File: src/rtl/bpfl_pkg.sv
// ----------------------------------------------------------------------------
// bpfl_pkg
// Shared types and constants for the buffer pool free list allocator.
// ----------------------------------------------------------------------------
package bpfl_pkg;

  // Pool size and derived widths
  localparam int NUM_BUFFERS = 16;
  localparam int IDX_W       = (NUM_BUFFERS > 1) ? $clog2(NUM_BUFFERS) : 1;
  localparam int CNT_W       = $clog2(NUM_BUFFERS + 1);

  // Fixed widths of the item fields
  localparam int BUF_FIELD_W = 4;
  localparam int CNT_FIELD_W = 5;

  typedef enum logic {
    OP_ALLOC   = 1'b0,
    OP_RELEASE = 1'b1
  } opcode_t;

  typedef enum logic [1:0] {
    ERR_NONE       = 2'd0,
    ERR_EXHAUSTED  = 2'd1,
    ERR_NOT_IN_USE = 2'd2
  } err_code_t;

  typedef enum logic [1:0] {
    ST_IDLE,
    ST_LOOKUP,
    ST_COMMIT
  } state_t;

  typedef logic [IDX_W-1:0] idx_t;

  // Link store access: read addresses plus one write port per chain memory
  typedef struct packed {
    idx_t free_rd_addr;
    idx_t used_rd_addr;
    logic un_we;
    idx_t un_waddr;
    idx_t un_wdata;
    logic up_we;
    idx_t up_waddr;
    idx_t up_wdata;
    logic fn_we;
    idx_t fn_waddr;
    idx_t fn_wdata;
  } link_req_t;

  typedef struct packed {
    idx_t free_next;
    idx_t used_next;
    idx_t used_prev;
  } link_rsp_t;

endpackage

File: src/rtl/bpfl_ram.sv
// ----------------------------------------------------------------------------
// bpfl_ram
// Generic single-write, single-read RAM with registered read data.
// ----------------------------------------------------------------------------
module bpfl_ram #(
  parameter int WIDTH = 4,
  parameter int DEPTH = 16
) (
  input  logic                             clk,
  input  logic                             we,
  input  logic [$clog2(DEPTH > 1 ? DEPTH : 2)-1:0] waddr,
  input  logic [WIDTH-1:0]                 wdata,
  input  logic [$clog2(DEPTH > 1 ? DEPTH : 2)-1:0] raddr,
  output logic [WIDTH-1:0]                 rdata
);

  logic [WIDTH-1:0] mem [DEPTH];

  // Write port
  always_ff @(posedge clk) begin
    if (we) begin
      mem[waddr] <= wdata;
    end
  end

  // Registered read port
  always_ff @(posedge clk) begin
    rdata <= mem[raddr];
  end

endmodule

File: src/rtl/bpfl_links.sv
// ----------------------------------------------------------------------------
// bpfl_links
// Link memories of the two chains: used next, used previous and free next.
// The free chain starts in index order; per-entry valid bits stand in for
// that initial content until an entry is written.
// ----------------------------------------------------------------------------
module bpfl_links (
  input  logic                 clk,
  input  logic                 rst,
  input  bpfl_pkg::link_req_t  req,
  output bpfl_pkg::link_rsp_t  rsp
);

  import bpfl_pkg::*;

  logic [NUM_BUFFERS-1:0] fn_valid;
  logic                   fn_valid_q;
  idx_t                   fn_dflt_q;
  idx_t                   fn_rdata;
  idx_t                   un_rdata;
  idx_t                   up_rdata;

  bpfl_ram #(.WIDTH(IDX_W), .DEPTH(NUM_BUFFERS)) u_used_next (
    .clk   (clk),
    .we    (req.un_we),
    .waddr (req.un_waddr),
    .wdata (req.un_wdata),
    .raddr (req.used_rd_addr),
    .rdata (un_rdata)
  );

  bpfl_ram #(.WIDTH(IDX_W), .DEPTH(NUM_BUFFERS)) u_used_prev (
    .clk   (clk),
    .we    (req.up_we),
    .waddr (req.up_waddr),
    .wdata (req.up_wdata),
    .raddr (req.used_rd_addr),
    .rdata (up_rdata)
  );

  bpfl_ram #(.WIDTH(IDX_W), .DEPTH(NUM_BUFFERS)) u_free_next (
    .clk   (clk),
    .we    (req.fn_we),
    .waddr (req.fn_waddr),
    .wdata (req.fn_wdata),
    .raddr (req.free_rd_addr),
    .rdata (fn_rdata)
  );

  // Mark free links once written
  always_ff @(posedge clk) begin
    if (rst) begin
      fn_valid <= '0;
    end else if (req.fn_we) begin
      fn_valid[req.fn_waddr] <= 1'b1;
    end
  end

  // Track the reset-order link alongside the RAM read
  always_ff @(posedge clk) begin
    fn_valid_q <= fn_valid[req.free_rd_addr];
    fn_dflt_q  <= (req.free_rd_addr == IDX_W'(NUM_BUFFERS - 1)) ? '0
                : req.free_rd_addr + IDX_W'(1);
  end

  always_comb begin
    rsp.free_next = fn_valid_q ? fn_rdata : fn_dflt_q;
    rsp.used_next = un_rdata;
    rsp.used_prev = up_rdata;
  end

endmodule

File: src/rtl/buffer_pool_free_list_allocator.sv
// ----------------------------------------------------------------------------
// buffer_pool_free_list_allocator
// Free list buffer allocator over a pool of NUM_BUFFERS buffers.
// ----------------------------------------------------------------------------
// Usage:
//   Request channel (in_valid/in_ready): opcode 0 allocates the head of the
//   free chain, opcode 1 releases buffer_index from the in-use chain.
//   Result channel (out_valid/out_ready): one item per request with ok,
//   granted_index, error_code, used_count, chain_empty and first_used.
//   A request is taken only while the sequencer is idle. It then presents
//   addresses to the link memories in its lookup step and, in its commit
//   step, uses the registered read data to update the chains and load the
//   result register. Each request passes through the idle step that takes
//   it, then the registered read of the link memories and their write-back,
//   before the next request can be taken.
//   A finished result waits in the output register while the next request
//   is accepted and looked up; that request holds in its commit step until
//   the result register is free, so a stalled receiver stalls the block.
//   Reset empties the in-use chain, puts every buffer on the free chain in
//   index order and drops any pending result; no clearing pass is needed.
// ----------------------------------------------------------------------------
module buffer_pool_free_list_allocator (
  input  logic                                clk,
  input  logic                                rst,
  input  logic                                in_valid,
  output logic                                in_ready,
  input  logic                                opcode,
  input  logic [bpfl_pkg::BUF_FIELD_W-1:0]    buffer_index,
  output logic                                out_valid,
  input  logic                                out_ready,
  output logic                                ok,
  output logic [bpfl_pkg::BUF_FIELD_W-1:0]    granted_index,
  output bpfl_pkg::err_code_t                 error_code,
  output logic [bpfl_pkg::CNT_FIELD_W-1:0]    used_count,
  output logic                                chain_empty,
  output logic [bpfl_pkg::BUF_FIELD_W-1:0]    first_used
);

  import bpfl_pkg::*;

  state_t                 state;
  state_t                 state_next;
  opcode_t                op_r;
  idx_t                   idx_r;
  logic                   in_range_r;
  logic [NUM_BUFFERS-1:0] in_use_flags;
  idx_t                   used_head;
  idx_t                   used_tail;
  idx_t                   free_head;
  idx_t                   free_tail;
  logic [CNT_W-1:0]       in_use_count;

  idx_t                   used_head_next;
  idx_t                   used_tail_next;
  idx_t                   free_head_next;
  idx_t                   free_tail_next;
  logic [CNT_W-1:0]       in_use_count_next;

  link_req_t              link_req;
  link_rsp_t              link_rsp;

  logic                   accept;
  logic                   commit_fire;
  logic                   slot_free;
  logic                   pool_full;
  logic                   alloc_ok;
  logic                   rel_ok;
  logic                   is_head;
  logic                   is_tail;
  err_code_t              err;
  idx_t                   granted;

  bpfl_links u_links (
    .clk (clk),
    .rst (rst),
    .req (link_req),
    .rsp (link_rsp)
  );

  assign slot_free = !out_valid || out_ready;
  assign accept    = in_valid && in_ready;
  assign pool_full = (in_use_count == CNT_W'(NUM_BUFFERS));
  assign alloc_ok  = (op_r == OP_ALLOC) && !pool_full;
  assign rel_ok    = (op_r == OP_RELEASE) && in_range_r && in_use_flags[idx_r]
                     && (in_use_count != '0);
  assign is_head   = (idx_r == used_head);
  assign is_tail   = (idx_r == used_tail);

  // Sequencer next state
  always_comb begin
    state_next = state;
    unique case (state)
      ST_IDLE:   if (in_valid) state_next = ST_LOOKUP;
      ST_LOOKUP: state_next = ST_COMMIT;
      ST_COMMIT: if (slot_free) state_next = ST_IDLE;
      default:   state_next = ST_IDLE;
    endcase
  end

  // Sequencer outputs
  always_comb begin
    in_ready    = 1'b0;
    commit_fire = 1'b0;
    unique case (state)
      ST_IDLE:   in_ready = 1'b1;
      ST_LOOKUP: ;
      ST_COMMIT: commit_fire = slot_free;
      default:   ;
    endcase
  end

  // Chain updates and link writes for the committing request
  always_comb begin
    used_head_next    = used_head;
    used_tail_next    = used_tail;
    free_head_next    = free_head;
    free_tail_next    = free_tail;
    in_use_count_next = in_use_count;
    err               = ERR_NONE;
    granted           = '0;

    link_req              = '0;
    link_req.free_rd_addr = free_head;
    link_req.used_rd_addr = idx_r;

    if (op_r == OP_ALLOC) begin
      if (alloc_ok) begin
        granted        = free_head;
        free_head_next = link_rsp.free_next;
        if (in_use_count == '0) begin
          used_head_next = free_head;
        end else begin
          link_req.un_we    = commit_fire;
          link_req.un_waddr = used_tail;
          link_req.un_wdata = free_head;
          link_req.up_we    = commit_fire;
          link_req.up_waddr = free_head;
          link_req.up_wdata = used_tail;
        end
        used_tail_next    = free_head;
        in_use_count_next = in_use_count + CNT_W'(1);
      end else begin
        err = ERR_EXHAUSTED;
      end
    end else begin
      if (rel_ok) begin
        granted = idx_r;
        // Unlink from the in-use chain
        if (is_head) begin
          used_head_next = link_rsp.used_next;
        end else begin
          link_req.un_we    = commit_fire;
          link_req.un_waddr = link_rsp.used_prev;
          link_req.un_wdata = link_rsp.used_next;
        end
        if (is_tail) begin
          // Keep the tail when the chain drains; its value is unused then
          if (!is_head) begin
            used_tail_next = link_rsp.used_prev;
          end
        end else begin
          link_req.up_we    = commit_fire;
          link_req.up_waddr = link_rsp.used_next;
          link_req.up_wdata = link_rsp.used_prev;
        end
        // Append to the free chain
        if (pool_full) begin
          free_head_next = idx_r;
        end else begin
          link_req.fn_we    = commit_fire;
          link_req.fn_waddr = free_tail;
          link_req.fn_wdata = idx_r;
        end
        free_tail_next    = idx_r;
        in_use_count_next = in_use_count - CNT_W'(1);
      end else begin
        err = ERR_NOT_IN_USE;
      end
    end
  end

  // Sequencer state
  always_ff @(posedge clk) begin
    if (rst) begin
      state <= ST_IDLE;
    end else begin
      state <= state_next;
    end
  end

  // Hold the request under work
  always_ff @(posedge clk) begin
    if (accept) begin
      op_r       <= opcode_t'(opcode);
      idx_r      <= IDX_W'(buffer_index);
      in_range_r <= (32'(buffer_index) < NUM_BUFFERS);
    end
  end

  // Chain heads, tails, count and in-use flags
  always_ff @(posedge clk) begin
    if (rst) begin
      in_use_flags <= '0;
      used_head    <= '0;
      used_tail    <= '0;
      free_head    <= '0;
      free_tail    <= IDX_W'(NUM_BUFFERS - 1);
      in_use_count <= '0;
    end else if (commit_fire) begin
      used_head    <= used_head_next;
      used_tail    <= used_tail_next;
      free_head    <= free_head_next;
      free_tail    <= free_tail_next;
      in_use_count <= in_use_count_next;
      if (alloc_ok) begin
        in_use_flags[free_head] <= 1'b1;
      end else if (rel_ok) begin
        in_use_flags[idx_r] <= 1'b0;
      end
    end
  end

  // Result valid
  always_ff @(posedge clk) begin
    if (rst) begin
      out_valid <= 1'b0;
    end else if (commit_fire) begin
      out_valid <= 1'b1;
    end else if (out_ready) begin
      out_valid <= 1'b0;
    end
  end

  // Result payload
  always_ff @(posedge clk) begin
    if (commit_fire) begin
      ok            <= (err == ERR_NONE);
      granted_index <= BUF_FIELD_W'(granted);
      error_code    <= err;
      used_count    <= CNT_FIELD_W'(in_use_count_next);
      chain_empty   <= (in_use_count_next == '0);
      first_used    <= (in_use_count_next == '0) ? '0 : BUF_FIELD_W'(used_head_next);
    end
  end

  // Checks
  a_count_bound: assert property (@(posedge clk) disable iff (rst)
    in_use_count <= CNT_W'(NUM_BUFFERS))
    else $error("in-use count beyond pool size");

  a_alloc_marks: assert property (@(posedge clk) disable iff (rst)
    (commit_fire && alloc_ok) |=> in_use_flags[$past(free_head)])
    else $error("allocated buffer not marked in use");

  a_error_keeps: assert property (@(posedge clk) disable iff (rst)
    (commit_fire && !alloc_ok && !rel_ok) |=> (in_use_count == $past(in_use_count)))
    else $error("failed request changed the in-use count");

  a_ok_err: assert property (@(posedge clk) disable iff (rst)
    out_valid |-> (ok == (error_code == ERR_NONE)))
    else $error("ok and error code disagree");

  a_empty_cnt: assert property (@(posedge clk) disable iff (rst)
    out_valid |-> (chain_empty == (used_count == '0)))
    else $error("chain empty flag disagrees with count");

endmodule
File: config.mk
export PLATFORM = sky130hd
export DESIGN_NAME = buffer_pool_free_list_allocator
export DESIGN_NICKNAME = d
export VERILOG_FILES = /design/src/rtl/bpfl_pkg.sv /design/src/rtl/bpfl_ram.sv /design/src/rtl/bpfl_links.sv /design/src/rtl/buffer_pool_free_list_allocator.sv
export SDC_FILE = /design/constraint.sdc
export NUM_CORES = 1
export LEC_CHECK = 0
export BUFFER_PORTS_ARGS = -buffer_cell sky130_fd_sc_hd__buf_2
export CORE_MARGIN = 10
export CORE_UTILIZATION = 61
export DETAILED_ROUTE_END_ITERATION = 8
export PLACE_DENSITY_LB_ADDON = 0.3
export SLEW_MARGIN = 20
export SYNTH_ARGS = -nofsm -noshare
export SYNTH_HDL_FRONTEND = slang
export SYNTH_SLANG_ARGS = --single-unit
export TNS_END_PERCENT = 50
File: constraint.sdc
create_clock -name clk -period 3.46 [get_ports clk]
set_input_delay 0.346 -clock clk [delete_from_list [all_inputs] [get_ports clk]]
set_output_delay 0.346 -clock clk [all_outputs]
set_load 0.1 [all_outputs]
Yosys cells after proc, flatten, opt, wreduce, memory -nomap -nowiden
Memories as Yosys holds them, arrays and structs flattened. A register that Yosys moved wholly into a read port is not among the register bits.
Cells that the tools add are included.
Storage, ports and cells
  bits in registers: 83
  RAM bits: 192
  output and inout bits: 19
  word-level logic and storage cells: 128
  memories kept: 3
Memories
  u_links.u_free_next.mem: words 16, bits a word 4, read ports 1, clocked after Yosys merged registers in 1, write ports 1, line bpfl_ram.sv:17  | logic [WIDTH-1:0] mem [DEPTH];
  u_links.u_used_next.mem: words 16, bits a word 4, read ports 1, clocked after Yosys merged registers in 1, write ports 1, line bpfl_ram.sv:17
  u_links.u_used_prev.mem: words 16, bits a word 4, read ports 1, clocked after Yosys merged registers in 1, write ports 1, line bpfl_ram.sv:17
Cells by class
  $add $sub $neg: 3
  magnitude comparators: 6
  equality and inequality tests: 12
  muxes and demuxes: 57
  bitwise logic cells: 5
  reduce and logical (&&, ||, !) cells: 23
Operators with widths (count)
  4-bit 2-to-1 mux: 18
  18-bit 2-to-1 mux: 3
  9-bit 2-to-1 mux: 4
  16-bit 2-to-1 mux: 2
  16-bit OR: 2
  27-bit 2-to-1 mux: 1
  16-bit AND: 1
  1-bit 2-to-1 mux: 16
  16-bit inverter: 1
  4-bit by 5-bit < comparator with 1-bit output, second input constant: 3
  5-bit 2-to-1 mux: 3
  1-bit demux with 4-bit select: 3
  4-bit by 1-bit >= comparator with 1-bit output, second input constant: 3
  5-bit zero test: 2
  1-bit binary-select mux with 4-bit select: 2
  4-bit == test: 2
  2-bit 2-to-1 mux: 4
  1-bit logical AND: 7
  2-bit by 1-bit != test with 1-bit output, second input constant: 3
  2-bit != test, second input constant: 3
  2-bit case mux with 3 select lines: 1
  2-bit nonzero test: 3
  5-bit by 1-bit adder with 5-bit output, second input constant: 1
  5-bit == test, second input constant: 1
  other kinds (14): 17

Logic depth before layout (Yosys ltp)
  depth after elaboration: 11
  gate-level depth with buffers: 11
  gate-level depth less buffers: 9

Modules after synthesis
Synthesis repeated with hierarchy kept, for this count alone.
Unflattened totals
  cell total of the unflattened synthesis: 839
  area total of the unflattened synthesis: 12203.0 sq um
By module, submodules not included
  bpfl_ram: times used 3, cells each 130, area each 2666.3 sq um
  buffer_pool_free_list_allocator: times used 1, cells each 362, area each 3316.9 sq um
  bpfl_links: times used 1, cells each 87, area each 887.1 sq um

Least setup slack after synthesis
No wires, ideal clock.
  kind: register to register
  start: register out_valid
  end: memory u_links.u_used_next.mem[1][0] (enable)
  library setup time: 0.330 ns
  data arrival time: 2.535 ns
  slack: 0.596 ns
  cell stages (with the launch flop): 8
  path buffers: 2
  cell sequence: dfxtp_1 > nand2b_1 > nand2_1 > inv_1 > clkbuf_1 > buf_1 > nand3_1 > nor2_1
On the way
  cells in the longest elaborated chain, start to end: 8
  elaborated cells on any way between the ends: 10
  those cells by class: mux (8); reduce/logical (2)
RTL lines
  start, declared: line buffer_pool_free_list_allocator.sv:29  | output logic out_valid,
  start signal, assigned: line buffer_pool_free_list_allocator.sv:226  | out_valid <= 1'b0;
  start signal, assigned: line buffer_pool_free_list_allocator.sv:228  | out_valid <= 1'b1;
  start signal, assigned: line buffer_pool_free_list_allocator.sv:230  | out_valid <= 1'b0;
  1-bit zero test *: line buffer_pool_free_list_allocator.sv:80  | assign slot_free = !out_valid || out_ready;
  1-bit logical OR *: line buffer_pool_free_list_allocator.sv:80
  1-bit 2-to-1 mux *: line buffer_pool_free_list_allocator.sv:104  | unique case (state)
  named net commit_fire: line buffer_pool_free_list_allocator.sv:63  | logic commit_fire;
  18-bit 2-to-1 mux / 9-bit 2-to-1 mux (equally long branches): line buffer_pool_free_list_allocator.sv:130, buffer_pool_free_list_allocator.sv:149
  18-bit 2-to-1 mux / 27-bit 2-to-1 mux (equally long branches): line buffer_pool_free_list_allocator.sv:127, buffer_pool_free_list_allocator.sv:146
  18-bit 2-to-1 mux *: line buffer_pool_free_list_allocator.sv:126  | if (op_r == OP_ALLOC) begin
  1-bit 2-to-1 mux *: line bpfl_ram.sv:21  | if (we) begin
  1-bit 2-to-1 mux (implied by the code) *: line bpfl_ram.sv:22  | mem[waddr] <= wdata;
  end, declared: line bpfl_ram.sv:17
Mark *: on every way through the listed nets, which the timed path passes. The rest lies on a longest branch.

Final worst setup path
  start: register in_use_count[0]
  end: memory u_links.u_used_next.mem[6][0] (enable)
On the way
  cells in the longest elaborated chain, start to end: 7
  elaborated cells on any way between the ends: 12
  those cells by class: eq/ne (1); mux (6); reduce/logical (5)
RTL lines
  start, declared: line buffer_pool_free_list_allocator.sv:51  | logic [CNT_W-1:0] in_use_count;
  start signal, assigned: line buffer_pool_free_list_allocator.sv:214  | in_use_count <= in_use_count_next;
  5-bit == test: line buffer_pool_free_list_allocator.sv:82  | assign pool_full = (in_use_count == CNT_W'(NUM_BUFFERS));
  1-bit zero test: line buffer_pool_free_list_allocator.sv:83  | assign alloc_ok = (op_r == OP_ALLOC) && !pool_full;
  1-bit logical AND: line buffer_pool_free_list_allocator.sv:83
  18-bit 2-to-1 mux: line buffer_pool_free_list_allocator.sv:127  | if (alloc_ok) begin
  18-bit 2-to-1 mux *: line buffer_pool_free_list_allocator.sv:126
  1-bit 2-to-1 mux: line bpfl_ram.sv:21
  1-bit 2-to-1 mux (implied by the code): line bpfl_ram.sv:22
Every way passes the cells marked *; elsewhere a longest branch is shown, timed or not.

==> results.md <==
- Clock skew: between 0.02 and 0.025 ns
- Clock share of power: 0.424
- Layout cells sized above 1: 0.212
- Top cells by area, synth: edfxtp_1, mux4_2, dfxtp_1
- Setup crit end kind: register
- H-tree levels: 1
- Hold WC Path Type: in -> reg
- Core area: 19500 um^2
- Syn nets: between 800 and 900
- Vias per inst: 6.44
- Drt wl/cell: 23.6 um
- Gp weighted congestion: 0.900
- Die area: about 26000 um^2
- Clock Tree Root: clkbuf_16
- Top cell type's share of synthesized area: 0.534
- Power density over the cells: 528 nW/um^2
- I/O Pins: 28
- Final Power: 7.10 mW
- Most common cell after layout, fill and taps aside: edfxtp_1
- Distinct cells, synth: 67
- Tcrit/Tclk final: 0.945
- CTS tree: built
- Mapped cell area: approximately 12000 um^2
- Inst Count DP: 1079
- Worst Hold Margin: 0.0693 ns
- DRT iter0 DRCs: 837
- Clock Pin Slew Worst Setup and Hold Paths: 0.06 ns
- Setup CP Type: reg -> reg
- Finished Layout Cells: 1134
- Part of the power in combinational logic: 0.049
- Maximum clock path buffer count: 3
- Hold Crit Depth: 2
- CP required: 3.66 ns
- Slew @ Worst Pin: between 0.8 and 0.9 ns
- First-pass GRT wire length: roughly 42000 um
- Top_reg_cell synth: edfxtp_1
- Psw: around 1.5 mW
- Initial antenna violation count: 0
- Routed WL: 26800 um
- Cell Rows: 51
- EDFF count, synth: 214
- Seq pwr share: 0.526
- Routed Antenna Nets: 0
- Leak Pwr: 4.58 nW
- CP cell instances: inv_1 > ha_1 > nor3b_4 > nand2b_1 > nand4_2 > a21oi_2 > nand2_1 > a221o_1 > nor2_1
- DR vias: ~7300
- CP peak stage delay: 0.50 ns
- RSZ-0062 raised after global routing: true
- Largest net degree at the start of global routing: 35
- YS warnings: 0
- Post-Synthesis Cells: 813
- GRT overflow: 0
- Sw frac: 0.213
- Total GRT Usage: 0.206
- Max Freq: 0.306 GHz
- Status: completed
- Multi-input logic area: roughly 3900 um^2
- Cell family with most CP delay: simple AND/OR/NAND/NOR gates
- Mean Syn Cell Area: 14.8 um^2
- Area Overhead vs Synth: 11.6%
- # nets final: 863
- Worst rel slew slack: 0.407
- I/O Buffers: 27
- Post-route minimum period: 3.27 ns
- Router iterations before antenna repair: 5
- Max-cap violation count: 0
- Worst path slowest cell: a21oi_2
- Num CTS Buffers: 27
- Pins over their slew limit: 0
- Maximum vdd drop: around 0.4 mV
- Die Wd: 160 um
- Hold Vio Cnt, Final: 0
- Critical path depth: 9
- CP bufs+invs: 1
- Commonest non-fill, non-tap cells in the layout: edfxtp_1, nor2_1, dfxtp_1
- Final setup vio count: 0
- Post-CTS Setup Inserts: 0
- DRC violations left: 0
- Die extent in y: 160 um
- Critical path fanouts, max: 11
- Yosys top cell by area: edfxtp_1
- Register area: 7890 um^2
- Number of global-route vias before repair: 7395
- DP HPWL: approximately 18000 um
- CTS sink count: about 290
- Initial Util: 0.619
- # diodes: 0
- Register bit count reported by yosys: about 290
- Fill count: between 1000 and 1500
- Crit path DAT: approximately 3.5 ns
- FF-to-FF path depth: 9
- Internal: 5.59 mW
- Share of synthesized registers carrying an async set or reset: 0
- Seq/Total Area, Yosys: 0.655
- CP Launch Type: register
- Clock Latency Late Sink: 0.54 ns
## Yosys cell counts (4+ instances only)
cell type,count
nand4_1,7
and2_1,8
mux4_2,65
o21a_1,17
inv_1,14
a211oi_1,4
nand2b_1,8
o21ai_0,29
a22oi_1,4
a31oi_1,5
a22o_1,6
clkbuf_1,28
ha_1,6
nor3_1,7
mux2i_1,19
edfxtp_1,214
buf_1,5
nand3_1,8
o41ai_1,13
buf_2,10
dfxtp_1,73
a21oi_1,39
xnor2_1,4
nor2_2,4
xor2_1,5
a21o_1,6
nor2_1,73
nand2_1,67
nor2b_1,8
## final timing paths
path / from / to / slack, ns
max: in_use_count[0] / u_links.u_used_next.mem[6][0] / 0.19
min: in_valid / state[0] / 0.07
max reg2reg: in_use_count[0] / u_links.u_used_next.mem[6][0] / 0.19
min reg2reg: u_links.fn_valid[7] / u_links.fn_valid[7] / 0.47
## registers in the layout, indices dropped and copies added, names as in the netlist, 2 cells and up
name	flops
free_tail	4
used_tail	4
u_links.u_used_next.rdata	4
u_links.fn_valid	16
in_use_flags	16
state	2
u_links.fn_dflt_q	4
u_links.u_free_next.rdata	4
error_code	2
first_used	4
used_count	5
in_use_count	5
idx_r	4
u_links.u_used_prev.mem	64
free_head	4
u_links.u_free_next.mem	64
u_links.u_used_next.mem	64
granted_index	4
used_head	4
u_links.u_used_prev.rdata	4
## area by class of cell
| class | count | share of cell area |
|---|---|---|
| Clock buffer | 34 | 0.0560 |
| Clock inverter | 16 | 0.0129 |
| Inverter | 15 | 0.00419 |
| Multi-Input combinational cell | 465 | 0.290 |
| Sequential cell | 287 | 0.587 |
| Tap cell | 265 | 0.0247 |
| Timing Repair Buffer | 52 | 0.0250 |
## power by group through the flow
stage	Clock [mW]	Combinational (mW)	Sequential, mW
6_report	3.01	0.350	3.74
5_1_grt	3.20	0.375	3.74
4_1_cts	3.05	0.347	3.73
3_5_place_dp	0	0.341	3.81
3_3_place_gp	0	0.331	3.81
2_1_floorplan	0	0.227	3.83
## metal layers
metal,vias up,track usage,share of wire
met1,3664,0.274,0.40
met4,0,0.0751,0.030
li1,3205,-,-
met3,74,0.0366,0.080
met5,-,0,0
met2,363,0.334,0.49
## metrics by stage
stage	util	instance area [um^2]	setup slack (ns)	TNS, ns
finish	0.690	13400	0.190	0
global route	0.690	13400	-0.0199	-0.0753
CTS	0.690	13400	0.121	0
detailed placement	0.639	12400	0.167	0
global placement	0.639	12400	0.280	0
floorplan	-	12000	0.596	0
## cells by family after synthesis
group | after synthesis | synth area share
DFF | 287 | 0.655
and+or+nand+nor | 220 | 0.0886
AOI/OAI and AO/OA | 145 | 0.0828
muxes | 85 | 0.138
buffers and inverters | 61 | 0.0223
xor gates and xnor gates | 9 | 0.00655
adders and majority gates | 6 | 0.00623
## timing repair
action                                  4_1_cts  5_1_grt
gates resized for setup                       0        3
endpoints found under the setup margin        0       73
hold buffers                                  5        0
hold endpoints to repair                      5        0
Note: power is estimated with default switching activity, not from simulation.
